==> config.mk <==
export PLATFORM = sky130hd
export DESIGN_NAME = rc_frame_mode_decoder_top
export DESIGN_NICKNAME = d
export VERILOG_FILES = /design/src/hw/rtl/rfmd_pkg.sv /design/src/hw/rtl/rfmd_front.sv /design/src/hw/rtl/rfmd_queue.sv /design/src/hw/rtl/rfmd_back.sv /design/src/hw/rtl/rc_frame_mode_decoder_top.sv
export SDC_FILE = /design/constraint.sdc
export NUM_CORES = 1
export LEC_CHECK = 0
export ABC_AREA = 1
export BUFFER_PORTS_ARGS = -buffer_cell sky130_fd_sc_hd__buf_2
export CORE_UTILIZATION = 50
export CTS_CLUSTER_SIZE = 24
export DETAILED_ROUTE_END_ITERATION = 10
export PLACE_DENSITY = 0.67
export SYNTH_ARGS = -nofsm -noshare
export SYNTH_HDL_FRONTEND = slang
export SYNTH_HIERARCHICAL = 1
export SYNTH_SLANG_ARGS = --single-unit
==> constraint.sdc <==
create_clock -name clk_i -period 4.7 [get_ports clk_i]
set_input_delay 0.705 -clock clk_i [delete_from_list [all_inputs] [get_ports clk_i]]
set_output_delay 0.705 -clock clk_i [all_outputs]
set_load 0.005 [all_outputs]
==> src/hw/rtl/rfmd_pkg.sv <==
// shared types, constants and helpers of the radio-control frame mode decoder
`timescale 1ns / 1ps
package rfmd_pkg;

  // frame shape
  localparam int unsigned MaxChannels = 16;
  localparam int unsigned StickCount  = 4;
  localparam int unsigned CntW        = $clog2(MaxChannels + 1);
  localparam int unsigned SlotW       = $clog2(StickCount);

  // pulse constants in microseconds
  localparam logic [15:0] CentreUs  = 16'd1500;
  localparam logic [9:0]  SpanUs    = 10'd500;
  localparam logic [15:0] ModeMinUs = 16'd800;
  localparam logic [15:0] ModeMaxUs = 16'd2200;
  localparam logic [8:0]  DzMaxUs   = 9'd499;

  // stick scaling: q = (mag * 2^14 + div / 2) / div, 17 quotient bits
  localparam int unsigned QShift   = 14;
  localparam int unsigned NumW     = 16 + QShift + 1;
  localparam int unsigned QuotW    = 17;
  localparam int unsigned StepCntW = $clog2(QuotW);
  localparam logic signed [15:0] StickMax = 16'sh7fff;
  localparam logic signed [15:0] StickMin = 16'sh8000;

  // decoupling queue
  localparam int unsigned QueueDepth = 2;
  localparam int unsigned QPtrW      = $clog2(QueueDepth);
  localparam int unsigned QCntW      = $clog2(QueueDepth + 1);

  // configuration register indexes
  localparam int unsigned CfgIdxW  = 3;
  localparam int unsigned CfgDataW = 12;
  localparam logic [CfgIdxW-1:0] RegModeChan  = 3'd0;
  localparam logic [CfgIdxW-1:0] RegLandChan  = 3'd1;
  localparam logic [CfgIdxW-1:0] RegLowThr    = 3'd2;
  localparam logic [CfgIdxW-1:0] RegMidLowThr = 3'd3;
  localparam logic [CfgIdxW-1:0] RegMidHiThr  = 3'd4;
  localparam logic [CfgIdxW-1:0] RegHighThr   = 3'd5;
  localparam logic [CfgIdxW-1:0] RegDeadZone  = 3'd6;

  typedef struct packed {
    logic [15:0] pulse_us;
    logic        frame_end;
  } in_t;

  typedef struct packed {
    logic signed [15:0] stick_0;
    logic signed [15:0] stick_1;
    logic signed [15:0] stick_2;
    logic signed [15:0] stick_3;
    logic               mode_ok;
    logic               manual_req;
    logic               takeoff_pos;
    logic               hover_pos;
    logic               command_pos;
    logic               hover_entered;
    logic               command_entered;
    logic               land_fired;
  } out_t;

  typedef struct packed {
    logic signed [4:0] mode_chan_index;
    logic signed [4:0] land_chan_index;
    logic [11:0]       low_thresh_us;
    logic [11:0]       mid_low_thresh_us;
    logic [11:0]       mid_high_thresh_us;
    logic [11:0]       high_thresh_us;
    logic [8:0]        dead_zone_us;
  } cfg_t;

  // one classified channel on its way from front to back
  typedef struct packed {
    logic [15:0]      pulse;
    logic             frame_end;
    logic             stick_en;
    logic [SlotW-1:0] slot;
    logic             mode_cap;
    logic             land_cap;
    logic [15:0]      mag;
    logic             neg;
    logic             dz_zero;
    logic             frame_ok;
    logic             mode_here;
    logic             land_here;
  } entry_t;

  typedef enum logic [2:0] {
    S_IDLE = 3'b001,
    S_DIV  = 3'b010,
    S_EMIT = 3'b100
  } back_state_e;

  // dead zone limited to one below the span
  function automatic logic [8:0] dz_clamp(input logic [8:0] dz);
    return (dz > DzMaxUs) ? DzMaxUs : dz;
  endfunction

endpackage

==> src/hw/rtl/rfmd_front.sv <==
// front part: channel counting and classification of each incoming item
`timescale 1ns / 1ps
module rfmd_front (
  input  logic                  clk_i,
  input  logic                  rst_ni,
  input  rfmd_pkg::cfg_t        cfg_i,
  input  logic                  in_valid_i,
  output logic                  in_stall_o,
  input  rfmd_pkg::in_t         in_data_i,
  input  logic                  q_full_i,
  output logic                  push_o,
  output rfmd_pkg::entry_t      entry_o
);

  logic [rfmd_pkg::CntW-1:0] chan_cnt_q, chan_cnt_d, cnt_next;
  logic                      in_range;
  logic [31:0]               cnt32, cnt_next32, mode_idx32, land_idx32;
  logic [8:0]                dz;
  logic [16:0]               pulse17, hi_edge, lo_sum, lo_edge, mag_hi, mag_lo;
  logic                      above, below;

  // handshake
  assign push_o     = in_valid_i && !q_full_i;
  assign in_stall_o = q_full_i;

  // channel position, saturating at the channel limit
  assign in_range   = chan_cnt_q < rfmd_pkg::CntW'(rfmd_pkg::MaxChannels);
  assign cnt_next   = in_range ? chan_cnt_q + 1'b1 : chan_cnt_q;
  assign cnt32      = 32'(chan_cnt_q);
  assign cnt_next32 = 32'(cnt_next);
  assign mode_idx32 = {28'd0, cfg_i.mode_chan_index[3:0]};
  assign land_idx32 = {28'd0, cfg_i.land_chan_index[3:0]};

  always_comb begin
    chan_cnt_d = chan_cnt_q;
    if (push_o) begin
      chan_cnt_d = in_data_i.frame_end ? '0 : cnt_next;
    end
  end

  always_ff @(posedge clk_i or negedge rst_ni) begin
    if (!rst_ni) begin
      chan_cnt_q <= '0;
    end else begin
      chan_cnt_q <= chan_cnt_d;
    end
  end

  // dead zone test around the centre
  assign dz      = rfmd_pkg::dz_clamp(cfg_i.dead_zone_us);
  assign pulse17 = {1'b0, in_data_i.pulse_us};
  assign hi_edge = {1'b0, rfmd_pkg::CentreUs} + {8'd0, dz};
  assign lo_sum  = pulse17 + {8'd0, dz};
  assign lo_edge = {1'b0, rfmd_pkg::CentreUs} - {8'd0, dz};
  assign above   = pulse17 > hi_edge;
  assign below   = lo_sum < {1'b0, rfmd_pkg::CentreUs};
  assign mag_hi  = pulse17 - hi_edge;
  assign mag_lo  = lo_edge - pulse17;

  // classified item
  always_comb begin
    entry_o           = '0;
    entry_o.pulse     = in_data_i.pulse_us;
    entry_o.frame_end = in_data_i.frame_end;
    entry_o.stick_en  = in_range && (chan_cnt_q < rfmd_pkg::CntW'(rfmd_pkg::StickCount));
    entry_o.slot      = chan_cnt_q[rfmd_pkg::SlotW-1:0];
    entry_o.mode_cap  = in_range && !cfg_i.mode_chan_index[4] && (mode_idx32 == cnt32);
    entry_o.land_cap  = in_range && !cfg_i.land_chan_index[4] && (land_idx32 == cnt32);
    entry_o.mag       = above ? mag_hi[15:0] : (below ? mag_lo[15:0] : 16'd0);
    entry_o.neg       = below;
    entry_o.dz_zero   = !above && !below;
    entry_o.frame_ok  = cnt_next >= rfmd_pkg::CntW'(rfmd_pkg::StickCount);
    entry_o.mode_here = !cfg_i.mode_chan_index[4] && (mode_idx32 < cnt_next32);
    entry_o.land_here = !cfg_i.land_chan_index[4] && (land_idx32 < cnt_next32);
  end

endmodule

==> src/hw/rtl/rfmd_queue.sv <==
// short queue of classified items between front and back
`timescale 1ns / 1ps
module rfmd_queue (
  input  logic                  clk_i,
  input  logic                  rst_ni,
  input  logic                  push_i,
  input  rfmd_pkg::entry_t      entry_i,
  output logic                  full_o,
  output logic                  valid_o,
  input  logic                  pop_i,
  output rfmd_pkg::entry_t      entry_o
);

  rfmd_pkg::entry_t           mem_q [rfmd_pkg::QueueDepth];
  logic [rfmd_pkg::QPtrW-1:0] wr_ptr_q, wr_ptr_d, rd_ptr_q, rd_ptr_d;
  logic [rfmd_pkg::QCntW-1:0] cnt_q, cnt_d;
  logic                       do_push, do_pop;

  assign full_o  = cnt_q == rfmd_pkg::QCntW'(rfmd_pkg::QueueDepth);
  assign valid_o = cnt_q != '0;
  assign do_push = push_i && !full_o;
  assign do_pop  = pop_i && valid_o;
  assign entry_o = mem_q[rd_ptr_q];

  // pointer and fill count update
  always_comb begin
    wr_ptr_d = wr_ptr_q;
    rd_ptr_d = rd_ptr_q;
    cnt_d    = cnt_q;
    if (do_push) begin
      wr_ptr_d = (wr_ptr_q == rfmd_pkg::QPtrW'(rfmd_pkg::QueueDepth - 1)) ? '0 : wr_ptr_q + 1'b1;
    end
    if (do_pop) begin
      rd_ptr_d = (rd_ptr_q == rfmd_pkg::QPtrW'(rfmd_pkg::QueueDepth - 1)) ? '0 : rd_ptr_q + 1'b1;
    end
    if (do_push && !do_pop) begin
      cnt_d = cnt_q + 1'b1;
    end else if (do_pop && !do_push) begin
      cnt_d = cnt_q - 1'b1;
    end
  end

  always_ff @(posedge clk_i or negedge rst_ni) begin
    if (!rst_ni) begin
      wr_ptr_q <= '0;
      rd_ptr_q <= '0;
      cnt_q    <= '0;
    end else begin
      wr_ptr_q <= wr_ptr_d;
      rd_ptr_q <= rd_ptr_d;
      cnt_q    <= cnt_d;
    end
  end

  // entry storage
  always_ff @(posedge clk_i) begin
    if (do_push) begin
      mem_q[wr_ptr_q] <= entry_i;
    end
  end

`ifndef SYNTH
  a_cnt_bound: assert property (@(posedge clk_i) disable iff (!rst_ni)
    cnt_q <= rfmd_pkg::QCntW'(rfmd_pkg::QueueDepth))
    else $error("queue fill count beyond depth");
  a_no_push_full: assert property (@(posedge clk_i) disable iff (!rst_ni)
    push_i |-> !full_o)
    else $error("push into full queue");
  a_no_pop_empty: assert property (@(posedge clk_i) disable iff (!rst_ni)
    pop_i |-> valid_o)
    else $error("pop from empty queue");
`endif

endmodule

==> src/hw/rtl/rfmd_back.sv <==
// back part: stick scaling by iterative division, frame state and result register
`timescale 1ns / 1ps
module rfmd_back (
  input  logic                  clk_i,
  input  logic                  rst_ni,
  input  rfmd_pkg::cfg_t        cfg_i,
  input  logic                  q_valid_i,
  input  rfmd_pkg::entry_t      q_entry_i,
  output logic                  pop_o,
  output logic                  out_valid_o,
  input  logic                  out_stall_i,
  output rfmd_pkg::out_t        out_data_o
);

  rfmd_pkg::back_state_e         state_q, state_d;
  rfmd_pkg::entry_t              cur_q;
  logic signed [15:0]            stick_q [rfmd_pkg::StickCount];
  logic [15:0]                   frame_mode_q, frame_land_q, prev_mode_q, prev_land_q;
  logic                          mode_seen_q, land_seen_q;
  logic [8:0]                    rem_q, rem_d;
  logic [rfmd_pkg::QuotW-1:0]    num_q, num_d;
  logic [rfmd_pkg::StepCntW-1:0] step_q, step_d;
  logic                          out_valid_q, out_valid_d;
  rfmd_pkg::out_t                out_q;

  logic [8:0]                    divisor;
  logic [rfmd_pkg::NumW-1:0]     numer, div_top;
  logic                          sat;
  logic [9:0]                    trial;
  logic                          ge;
  logic                          last_step;
  logic                          stick_we;
  logic [rfmd_pkg::SlotW-1:0]    stick_slot;
  logic signed [15:0]            stick_wdata;
  logic                          div_start, emit;
  rfmd_pkg::out_t                res;
  logic                          upd_mode, upd_land;
  logic [15:0]                   m, l, pm, pl;
  logic                          hov, last_hov, cmd, last_cmd;

  // rounded quotient with sign and saturation
  function automatic logic signed [15:0] stick_round(input logic [rfmd_pkg::QuotW-1:0] q,
                                                     input logic neg);
    logic [rfmd_pkg::QuotW-1:0] nq;
    nq = ~q + 1'b1;
    if (!neg) begin
      return (q > 17'd32767) ? rfmd_pkg::StickMax : signed'(q[15:0]);
    end
    return (q > 17'd32768) ? rfmd_pkg::StickMin : signed'(nq[15:0]);
  endfunction

  function automatic logic in_hover(input logic [15:0] p, input rfmd_pkg::cfg_t c);
    return (p >= {4'd0, c.mid_low_thresh_us}) && (p <= {4'd0, c.mid_high_thresh_us});
  endfunction

  // divisor and scaled numerator of the dispatched item
  assign divisor = 9'(rfmd_pkg::SpanUs - {1'b0, rfmd_pkg::dz_clamp(cfg_i.dead_zone_us)});
  assign numer   = {1'b0, q_entry_i.mag, {rfmd_pkg::QShift{1'b0}}}
                 + {23'd0, divisor[8:1]};
  assign div_top = {5'd0, divisor, {rfmd_pkg::QuotW{1'b0}}};
  assign sat     = numer >= div_top;

  // one restoring division step
  assign trial     = {rem_q, num_q[rfmd_pkg::QuotW-1]};
  assign ge        = trial >= {1'b0, divisor};
  assign last_step = step_q == rfmd_pkg::StepCntW'(rfmd_pkg::QuotW - 1);

  assign pop_o = (state_q == rfmd_pkg::S_IDLE) && q_valid_i;
  assign emit  = (state_q == rfmd_pkg::S_EMIT) && (!out_valid_q || !out_stall_i);

  // dispatch, division and emit control
  always_comb begin
    state_d     = state_q;
    rem_d       = rem_q;
    num_d       = num_q;
    step_d      = step_q;
    stick_we    = 1'b0;
    stick_slot  = cur_q.slot;
    stick_wdata = '0;
    div_start   = 1'b0;
    case (state_q)
      rfmd_pkg::S_IDLE: begin
        if (q_valid_i) begin
          stick_slot = q_entry_i.slot;
          if (q_entry_i.stick_en && !q_entry_i.dz_zero && !sat) begin
            div_start = 1'b1;
            rem_d     = numer[rfmd_pkg::QuotW +: 9];
            num_d     = numer[rfmd_pkg::QuotW-1:0];
            step_d    = '0;
          end else if (q_entry_i.stick_en) begin
            stick_we    = 1'b1;
            stick_wdata = q_entry_i.dz_zero ? 16'sd0
                        : (q_entry_i.neg ? rfmd_pkg::StickMin : rfmd_pkg::StickMax);
          end
          if (div_start) begin
            state_d = rfmd_pkg::S_DIV;
          end else if (q_entry_i.frame_end) begin
            state_d = rfmd_pkg::S_EMIT;
          end
        end
      end
      rfmd_pkg::S_DIV: begin
        rem_d  = ge ? 9'(trial - {1'b0, divisor}) : trial[8:0];
        num_d  = {num_q[rfmd_pkg::QuotW-2:0], ge};
        step_d = step_q + 1'b1;
        if (last_step) begin
          stick_we    = 1'b1;
          stick_wdata = stick_round(num_d, cur_q.neg);
          state_d     = cur_q.frame_end ? rfmd_pkg::S_EMIT : rfmd_pkg::S_IDLE;
        end
      end
      rfmd_pkg::S_EMIT: begin
        if (emit) begin
          state_d = rfmd_pkg::S_IDLE;
        end
      end
      default: begin
        state_d = rfmd_pkg::S_IDLE;
      end
    endcase
  end

  // result of a closed frame
  assign m        = frame_mode_q;
  assign l        = frame_land_q;
  assign pm       = mode_seen_q ? prev_mode_q : m;
  assign pl       = land_seen_q ? prev_land_q : l;
  assign hov      = in_hover(m, cfg_i);
  assign last_hov = in_hover(pm, cfg_i);
  assign cmd      = m > {4'd0, cfg_i.high_thresh_us};
  assign last_cmd = pm > {4'd0, cfg_i.high_thresh_us};

  always_comb begin
    res            = '0;
    res.manual_req = 1'b1;
    upd_mode       = 1'b0;
    upd_land       = 1'b0;
    if (cur_q.frame_ok) begin
      res.stick_0 = stick_q[0];
      res.stick_1 = stick_q[1];
      res.stick_2 = stick_q[2];
      res.stick_3 = stick_q[3];
      if (cur_q.mode_here) begin
        upd_mode = 1'b1;
        if ((m >= rfmd_pkg::ModeMinUs) && (m <= rfmd_pkg::ModeMaxUs)) begin
          res.mode_ok         = 1'b1;
          res.manual_req      = 1'b0;
          res.takeoff_pos     = m < {4'd0, cfg_i.low_thresh_us};
          res.hover_pos       = hov;
          res.command_pos     = cmd;
          res.hover_entered   = !last_hov && hov;
          res.command_entered = !last_cmd && cmd;
          if (cur_q.land_here) begin
            upd_land       = 1'b1;
            res.land_fired = (pl < {4'd0, cfg_i.low_thresh_us})
                          && (l > {4'd0, cfg_i.high_thresh_us});
          end
        end
      end
    end
  end

  // output register valid
  always_comb begin
    out_valid_d = out_valid_q;
    if (emit) begin
      out_valid_d = 1'b1;
    end else if (!out_stall_i) begin
      out_valid_d = 1'b0;
    end
  end

  // control and frame state
  always_ff @(posedge clk_i or negedge rst_ni) begin
    if (!rst_ni) begin
      state_q      <= rfmd_pkg::S_IDLE;
      out_valid_q  <= 1'b0;
      frame_mode_q <= '0;
      frame_land_q <= '0;
      prev_mode_q  <= '0;
      prev_land_q  <= '0;
      mode_seen_q  <= 1'b0;
      land_seen_q  <= 1'b0;
      for (int i = 0; i < rfmd_pkg::StickCount; i++) begin
        stick_q[i] <= '0;
      end
    end else begin
      state_q     <= state_d;
      out_valid_q <= out_valid_d;
      if (pop_o && q_entry_i.mode_cap) begin
        frame_mode_q <= q_entry_i.pulse;
      end
      if (pop_o && q_entry_i.land_cap) begin
        frame_land_q <= q_entry_i.pulse;
      end
      if (stick_we) begin
        stick_q[stick_slot] <= stick_wdata;
      end
      if (emit && upd_mode) begin
        prev_mode_q <= m;
        mode_seen_q <= 1'b1;
      end
      if (emit && upd_land) begin
        prev_land_q <= l;
        land_seen_q <= 1'b1;
      end
    end
  end

  // working payload
  always_ff @(posedge clk_i) begin
    if (pop_o) begin
      cur_q <= q_entry_i;
    end
    rem_q  <= rem_d;
    num_q  <= num_d;
    step_q <= step_d;
    if (emit) begin
      out_q <= res;
    end
  end

  assign out_valid_o = out_valid_q;
  assign out_data_o  = out_q;

`ifndef SYNTH
  a_div_runs: assert property (@(posedge clk_i) disable iff (!rst_ni)
    (state_q == rfmd_pkg::S_DIV && !last_step) |=> state_q == rfmd_pkg::S_DIV)
    else $error("division left before its last step");
  a_emit_on_end: assert property (@(posedge clk_i) disable iff (!rst_ni)
    state_q == rfmd_pkg::S_EMIT |-> cur_q.frame_end)
    else $error("result pending without a frame end item");
  a_manual_inv: assert property (@(posedge clk_i) disable iff (!rst_ni)
    out_valid_q |-> out_q.manual_req != out_q.mode_ok)
    else $error("manual request and mode ok disagree");
  a_entry_pos: assert property (@(posedge clk_i) disable iff (!rst_ni)
    out_valid_q |-> (!out_q.hover_entered || out_q.hover_pos)
                 && (!out_q.command_entered || out_q.command_pos))
    else $error("entry edge without position");
`endif

endmodule

==> src/hw/rtl/rc_frame_mode_decoder_top.sv <==
// top level of the radio-control frame mode decoder: configuration registers and wiring
`timescale 1ns / 1ps
// Usage:
//   Input channel: one item per channel pulse (pulse_us, frame_end) on in_valid_i /
//   in_stall_o / in_data_i. The item with frame_end set closes the frame and causes
//   one result on out_valid_o / out_stall_i / out_data_o; other items cause none.
//   Config port: cfg_we_i writes cfg_data_i into register cfg_idx_i at the clock edge.
//   Write registers only while no frame work is pending (not enforced by the block).
// Flow:
//   The front classifies each item combinationally and places it in a two-entry queue.
//   The back dispatches one item per cycle while idle; a stick channel outside the dead
//   zone and below saturation holds it while the restoring divider works out the
//   quotient, and the back takes the next item only after the last division step.
//   A frame end item then moves the back to its emit state, which registers the
//   result; while a valid result is stalled at the output, the emit state waits.
// Reset: all frame and history state clears, registers take their reset values.
// Stall: a stalled result holds in the output register; the back waits, the queue
//   fills and then in_stall_o rises.
module rc_frame_mode_decoder_top (
  input  logic                           clk_i,
  input  logic                           rst_ni,
  input  logic                           in_valid_i,
  output logic                           in_stall_o,
  input  rfmd_pkg::in_t                  in_data_i,
  output logic                           out_valid_o,
  input  logic                           out_stall_i,
  output rfmd_pkg::out_t                 out_data_o,
  input  logic                           cfg_we_i,
  input  logic [rfmd_pkg::CfgIdxW-1:0]   cfg_idx_i,
  input  logic [rfmd_pkg::CfgDataW-1:0]  cfg_data_i
);

  rfmd_pkg::cfg_t   cfg_q;
  rfmd_pkg::entry_t front_entry, queue_entry;
  logic             push, q_full, q_valid, pop;

  // configuration registers
  always_ff @(posedge clk_i or negedge rst_ni) begin
    if (!rst_ni) begin
      cfg_q.mode_chan_index    <= 5'sd7;
      cfg_q.land_chan_index    <= 5'sd9;
      cfg_q.low_thresh_us      <= 12'd1200;
      cfg_q.mid_low_thresh_us  <= 12'd1400;
      cfg_q.mid_high_thresh_us <= 12'd1600;
      cfg_q.high_thresh_us     <= 12'd1800;
      cfg_q.dead_zone_us       <= 9'd50;
    end else if (cfg_we_i) begin
      case (cfg_idx_i)
        rfmd_pkg::RegModeChan:  cfg_q.mode_chan_index    <= signed'(cfg_data_i[4:0]);
        rfmd_pkg::RegLandChan:  cfg_q.land_chan_index    <= signed'(cfg_data_i[4:0]);
        rfmd_pkg::RegLowThr:    cfg_q.low_thresh_us      <= cfg_data_i;
        rfmd_pkg::RegMidLowThr: cfg_q.mid_low_thresh_us  <= cfg_data_i;
        rfmd_pkg::RegMidHiThr:  cfg_q.mid_high_thresh_us <= cfg_data_i;
        rfmd_pkg::RegHighThr:   cfg_q.high_thresh_us     <= cfg_data_i;
        rfmd_pkg::RegDeadZone:  cfg_q.dead_zone_us       <= cfg_data_i[8:0];
        default: begin
        end
      endcase
    end
  end

  // item classification
  rfmd_front u_front (
    .clk_i      (clk_i),
    .rst_ni     (rst_ni),
    .cfg_i      (cfg_q),
    .in_valid_i (in_valid_i),
    .in_stall_o (in_stall_o),
    .in_data_i  (in_data_i),
    .q_full_i   (q_full),
    .push_o     (push),
    .entry_o    (front_entry)
  );

  // decoupling queue
  rfmd_queue u_queue (
    .clk_i   (clk_i),
    .rst_ni  (rst_ni),
    .push_i  (push),
    .entry_i (front_entry),
    .full_o  (q_full),
    .valid_o (q_valid),
    .pop_i   (pop),
    .entry_o (queue_entry)
  );

  // scaling and result
  rfmd_back u_back (
    .clk_i       (clk_i),
    .rst_ni      (rst_ni),
    .cfg_i       (cfg_q),
    .q_valid_i   (q_valid),
    .q_entry_i   (queue_entry),
    .pop_o       (pop),
    .out_valid_o (out_valid_o),
    .out_stall_i (out_stall_i),
    .out_data_o  (out_data_o)
  );

endmodule
* Yosys cells after proc, flatten, opt, wreduce, memory -nomap -nowiden *
Memories as Yosys holds them, arrays and structs flattened.
Index checks and enable logic that the tools add are counted.
Widths: inputs -> output; s select.

word-level totals
  word-level logic and storage cells = 231
  bits in writable memories = 86
  input bits = 37
  memories = 1
  register bits = 320
  output and inout bits = 74

operators by class
  reductions and logical operators = 58
  equal/unequal tests = 19
  add/sub/neg operators = 15
  mux-type cells = 67
  bitwise operators = 2
  $lt $le $gt $ge = 25

memory list
  name           depth  width  read ports  clocked after Yosys merged registers in  write ports  line              RTL
  u_queue.mem_q  2      43     1           0                                        1            rfmd_queue.sv:14  rfmd_pkg::entry_t mem_q [rfmd_pkg::QueueDepth];

operator list
  operator              number
  $mux 16               15
  $bwmux 64             1
  $gt 16x12->1          3
  $mux 9                4
  $mux 17               2
  $pmux 17 s2           1
  $demux 16 s2          1
  $ge 16x12->1          2
  $le 16x12->1          2
  $lt 16x12->1          2
  $pmux 16 s2           1
  $sub 16x16->16        2
  $add 30x8->31         1
  $ge 31x26->1          1
  $logic_and 1x1->1     28
  $mux 1                23
  $mux 5                4
  $mux 3                6
  $pmux 9 s2            1
  $add 16x9->17         1
  $gt 16x17->1          1
  $gt 17x15->1 const B  1
  $gt 17x16->1 const B  1
  $lt 17x11->1 const B  1
  other kinds (42)      81

* Logic depth before layout (Yosys ltp) *
  depth in word-level cells = 13
  mapped depth = 39
  gate-level depth less buffers = 38

* Modules after synthesis *
Netlist, hierarchy kept.

by module, submodules not included
  module                     area an instance (um2)  sequential area each (um2)  cells each  instances
  rfmd_back                  14076.0                 6657.6                      1641        1
  rfmd_queue                 3435.8                  2682.6                      256         1
  rfmd_front                 3161.8                  125.1                       545         1
  rc_frame_mode_decoder_top  2740.1                  1707.9                      304         1

* Worst setup path after synthesis *
OpenSTA, ideal clock, no wires.

  kind = input to register
  start point = input port out_stall_i
  end point = register u_back.prev_land_q[12]
  required time = 4.575 ns
  arrival time = 4.868 ns
  path buffers = 1
  library setup time = 0.125 ns
  path slack = -0.293 ns
  stages = 6
  cells stage by stage = nand2_1 inv_1 nor2_1 nand3_1 clkbuf_1 mux2_2

on the way
  longest elaborated chain between the ends = 4

RTL lines
  element                 line                             RTL
  start: declaration      rc_frame_mode_decoder_top.sv:26  input logic out_stall_i,
  $logic_not 1->1         rfmd_back.sv:69                  assign emit = (state_q == rfmd_pkg::S_EMIT) && (!out_valid_q || !out_stall_i);
  $logic_or 1x1->1        rfmd_back.sv:69
  $logic_and 1x1->1       rfmd_back.sv:69
  named net u_back.emit   rfmd_back.sv:35                  logic div_start, emit;
  $logic_and 1x1->1       rfmd_back.sv:203                 if (emit && upd_land) begin
  end signal: assignment  rfmd_back.sv:204                 prev_land_q <= l;
  end: declaration        rfmd_back.sv:18                  logic [15:0] frame_mode_q, frame_land_q, prev_mode_q, prev_land_q;

The timed path passes the listed nets, and every way through them passes these cells.
A chain may end at the register's enable or synchronous reset.

* Worst setup path in the final report *
  start point = register cfg_q[5] (netlist name)
  end point = register u_back/stick_q[34] (netlist name)

on the way
  longest elaborated chain between the ends = 11
  elaborated cells between the ends (all ways) = 24
  classes of those cells = add/sub: 3; order compare: 5; mux: 13; bitwise: 1; reduce/logical: 2

RTL lines
  element                                              line                               RTL
  start: declaration                                   rc_frame_mode_decoder_top.sv:33    rfmd_pkg::cfg_t cfg_q;
  $gt 9x9->1                                           rfmd_pkg.sv:96                     return (dz > DzMaxUs) ? DzMaxUs : dz;
  $mux 9 (*)                                           rfmd_pkg.sv:96
  $sub 9x9->9 (*)                                      rfmd_back.sv:57                    assign divisor = 9'(rfmd_pkg::SpanUs - {1'b0, rfmd_pkg::dz_clamp(cfg_i.dead_zone_us)});
  $add 30x8->31 / $ge 10x9->1 (equally long branches)  rfmd_back.sv:59, rfmd_back.sv:65
  $ge 31x26->1, or another cell as far along           rfmd_back.sv:61                    assign sat = numer >= div_top;
  $logic_not 1->1, or another cell as far along        rfmd_back.sv:85                    if (q_entry_i.stick_en && !q_entry_i.dz_zero && !sat) begin
  $logic_and 1x1->1, or another cell as far along      rfmd_back.sv:85
  $mux 16 (on tied branches)                           rfmd_back.sv:85, rfmd_back.sv:49
  $mux 16 (on tied branches)                           rfmd_back.sv:83, rfmd_back.sv:106
  $pmux 16 s2                                          rfmd_back.sv:81                    case (state_q)
  $bwmux 64                                            rfmd_back.sv:197                   stick_q[stick_slot] <= stick_wdata;
  end signal: indexed assignment                       rfmd_back.sv:197
  end: declaration                                     rfmd_back.sv:17                    logic signed [15:0] stick_q [rfmd_pkg::StickCount];

Every way passes the cells marked *; elsewhere a longest branch is shown, timed or not. The select of a mux whose other input is x is not followed.

==> run metrics <==
Row Count a little under 80; initial core utilization 0.512; Crit path depth 33; MaxCap Viol Count 0; setup violators final 0; most common cell in the synthesized netlist nand2_1; PD cells about 600 mW/mm2; arrival time worst endpoint around 5 ns; Reg clk slew, reported paths around 0.06 ns; fin nets between 3k and 4k; Die Y ~220 um; gpl congestion 0.925; GR Overflow Total 0; vias approximately 18k; final slew viol count 0; Final Util 0.570; multi-input logic area 0.0105 mm2; VDD IR max around 0.29 mV; Starting DRT DRC Count between 1.5k and 2k; DRT Wirelength slightly above 60000 um; Distinct cells, synth 64; Peak Freq 224 MHz; Syn Inst Count 2746; Wirelength per Cell between 15 and 20 um; CP peak stage delay around 0.53 ns; CTS hold repair buffers 0; n_diodes 0; Layout area overhead 11.5%; most frequent cells after synthesis nand2_1 (942), inv_1 (334), edfxtp_1 (196), dfrtp_1 (184), ha_1 (172); Clock power frac 0.220; CTS root buffer clkbuf_16; met1 Use GR 0.359; Via density 5.28; crit path time final 4.46 ns; # DRC 0; met3 GRT Util 0.0316; Synth top area share 0.251; Post-synth ARST share 0.517; Slowest-stage cell, CP dfstp_2; Synth Flop Type edfxtp_1; register cell area after layout roughly 0.011 mm2; Port Buffers 110; Core ar. 0.0458 mm2; first-pass GRT wire length ~97000 um; max_slew headroom 0.253; # clock sinks a little over 400; total track usage 0.261; combinational share of power 0.411; Tightest Hold Check Type input pin to async pin; Routed Antenna Nets 0; register bit count reported by yosys between 400 and 500; Clock Path Buffers 3; Psw about 6300 uW; run status finished, final reports clean; fin crit share 0.950; Die X ~220 um; DR pass1 iterations 6; skew final roughly 0.013 ns; Worst-Margin Slew roughly 1.1 ns; Worst path top cell family by delay simple AND/OR/NAND/NOR gates; clock buffer count from CTS between 40 and 50; CP Max Fanout 5; synth top area cells edfxtp_1 (25%), dfrtp_1 (20%), nand2_1 (15%); Worst Path Required ~5.2 ns; yosys warns 6; total leakage power around 0.013 uW; Final Hold Fails 0; largest net degree at the start of global routing 95; RR Startpoint cfg_q[5]$_DFFE_PN1P_; DP HPWL around 45000 um; critical path startpoint cfg_q[5]$_DFFE_PN1P_; R2R Path End u_back/stick_q[34]$_DFFE_PN0P_; layout cells sized above 1 0.140; Critical Path Source Type flip-flop; P_int slightly above 9000 uW; Setup TNS 0 ns; CP Buf/Inv Count 5; Post-Syn Area ~0.023 mm2; antenna violations before repair 0; Syn Nets 2958; critical path class flip-flop to flip-flop; sequential element share of the synthesized area 0.477; met2 Resource Use GR 0.423; Overall Power about 16000 uW; Post-synth EDFFs slightly below 200; R2R depth 33; TritonCTS clock tree built; Yosys top cell by area edfxtp_1; number of global-route vias before repair roughly 18k; switching share of power 0.407; clock latency on the worst-skew pair around 0.58 ns; Ports about 110; Sequential Power Share 0.369; fillers about 4.2k; level count of the clock H-tree 2; DIE AREA roughly 0.048 mm2; reg2reg setup slack ~0.24 ns; Most Crowded Layer GR met2; Avg Inst Size Synth between 8 and 9 um2; CP Capture Type flip-flop
-- per-stage QoR --
| stage | setup WS [ns] | hold slack (ns) | cell area, um2 | instances |
|---|---|---|---|---|
| 2_1_floorplan | 0.0903 | 0.409 | 23400 | 2746 |
| 3_3_place_gp | 0.191 | 0.452 | 24400 | 3393 |
| 3_5_place_dp | 0.0456 | 0.456 | 24400 | 3393 |
| 4_1_cts | 0.00161 | 0.200 | 25800 | 3475 |
| 5_1_grt | -0.0512 | 0.243 | 26100 | 3486 |
| 6_report | 0.236 | 0.194 | 26100 | 3486 |
-- area by class of cell --
cell class / instances / share of cell area
Inverter: 355 / 0.0515
Sequential cell: 406 / 0.428
Timing Repair Buffer: 159 / 0.0365
Clock buffer: 65 / 0.0479
Multi-Input combinational cell: 1884 / 0.401
Tap cell: 600 / 0.0288
Clock inverter: 17 / 0.00647
-- state kept, by name, summed over array words and instances, names as in the netlist, 2 cells and up --
name and count:
u_back/frame_mode_q 16, u_front/chan_cnt_q 5, u_back/state_q 3, u_back/frame_land_q 16, u_back/out_data_o 72, u_queue/cnt_q 2
u_back/step_q 5, u_back/prev_mode_q 16, u_back/prev_land_q 16, u_queue/mem_q 86, u_back/rem_q 9, cfg_q 67
u_back/stick_q 64, u_back/cur_q 7, u_back/num_q 17
-- power groups by stage --
stage	Clock, uW	Combinational [uW]	Sequential [uW]
4_1_cts	3510	6190	5730
3_3_place_gp	0	5990	5760
2_1_floorplan	0	4470	5530
5_1_grt	3640	7230	5870
3_5_place_dp	0	6150	5790
6_report	3430	6400	5760
-- worst register-to-register path: cells and delay by family, from the launching register on --
family	cells	cell delay (ns)
simple gates	21	2.13
compound gates	4	0.72
flops	1	0.53
fa+ha+maj	2	0.43
buf+inv	5	0.42
xor+xnor	1	0.19
-- worst max path at each step --
stage / end / slack (ns)
final: u_back/stick_q[34]$_DFFE_PN0P_ / 0.24
after global routing: u_back/stick_q[42]$_DFFE_PN0P_ / -0.05
after CTS: u_back/stick_q[37]$_DFFE_PN0P_ / 0.002
after detailed placement: u_back/stick_q[3]$_DFFE_PN0P_ / 0.05
after global placement: u_back/stick_q[37]$_DFFE_PN0P_ / 0.19
after floorplan: u_back/stick_q[35]$_DFFE_PN0P_ / 0.09
-- cells by family after synthesis --
logic type / Yosys count / synth area share
compound gates: 296 / 0.0701
fa+ha+maj: 175 / 0.0945
xor+xnor: 50 / 0.0190
simple gates: 1356 / 0.251
buf+inv: 456 / 0.0851
flops: 406 / 0.477
mux: 7 / 0.00337
-- cell usage in the layout, fill, tap and decap left out, types with 9 or more instances in the layout --
cell type,n
nand2_1,928
inv_1,330
edfxtp_1,196
dfrtp_1,184
ha_1,165
o21ai_0,144
nand3_1,139
buf_2,109
nor2_1,92
a21oi_1,91
buf_4,47
clkbuf_16,45
nand4_1,44
nand2_2,36
xor2_1,33
dfstp_2,26
inv_2,23
nor3_1,22
nor2_4,16
clkbuf_1,15
nor2_2,14
xnor2_1,14
or2_2,10
nand3_2,10
or2_1,10
nand3b_1,9
-- layer usage --
metal  vias up  wire (um)
met3       107       3190
met5         -          0
met2       529      28500
met4         0       1980
li1       9124          -
met1      8632      27500
-- repair_timing --
action	4_1_cts	5_1_grt
buffers inserted	0	11
endpoints found under the hold margin	0	0
endpoints found under the setup margin	0	64
resized for setup	0	47
(Power assumes the default switching activity.)
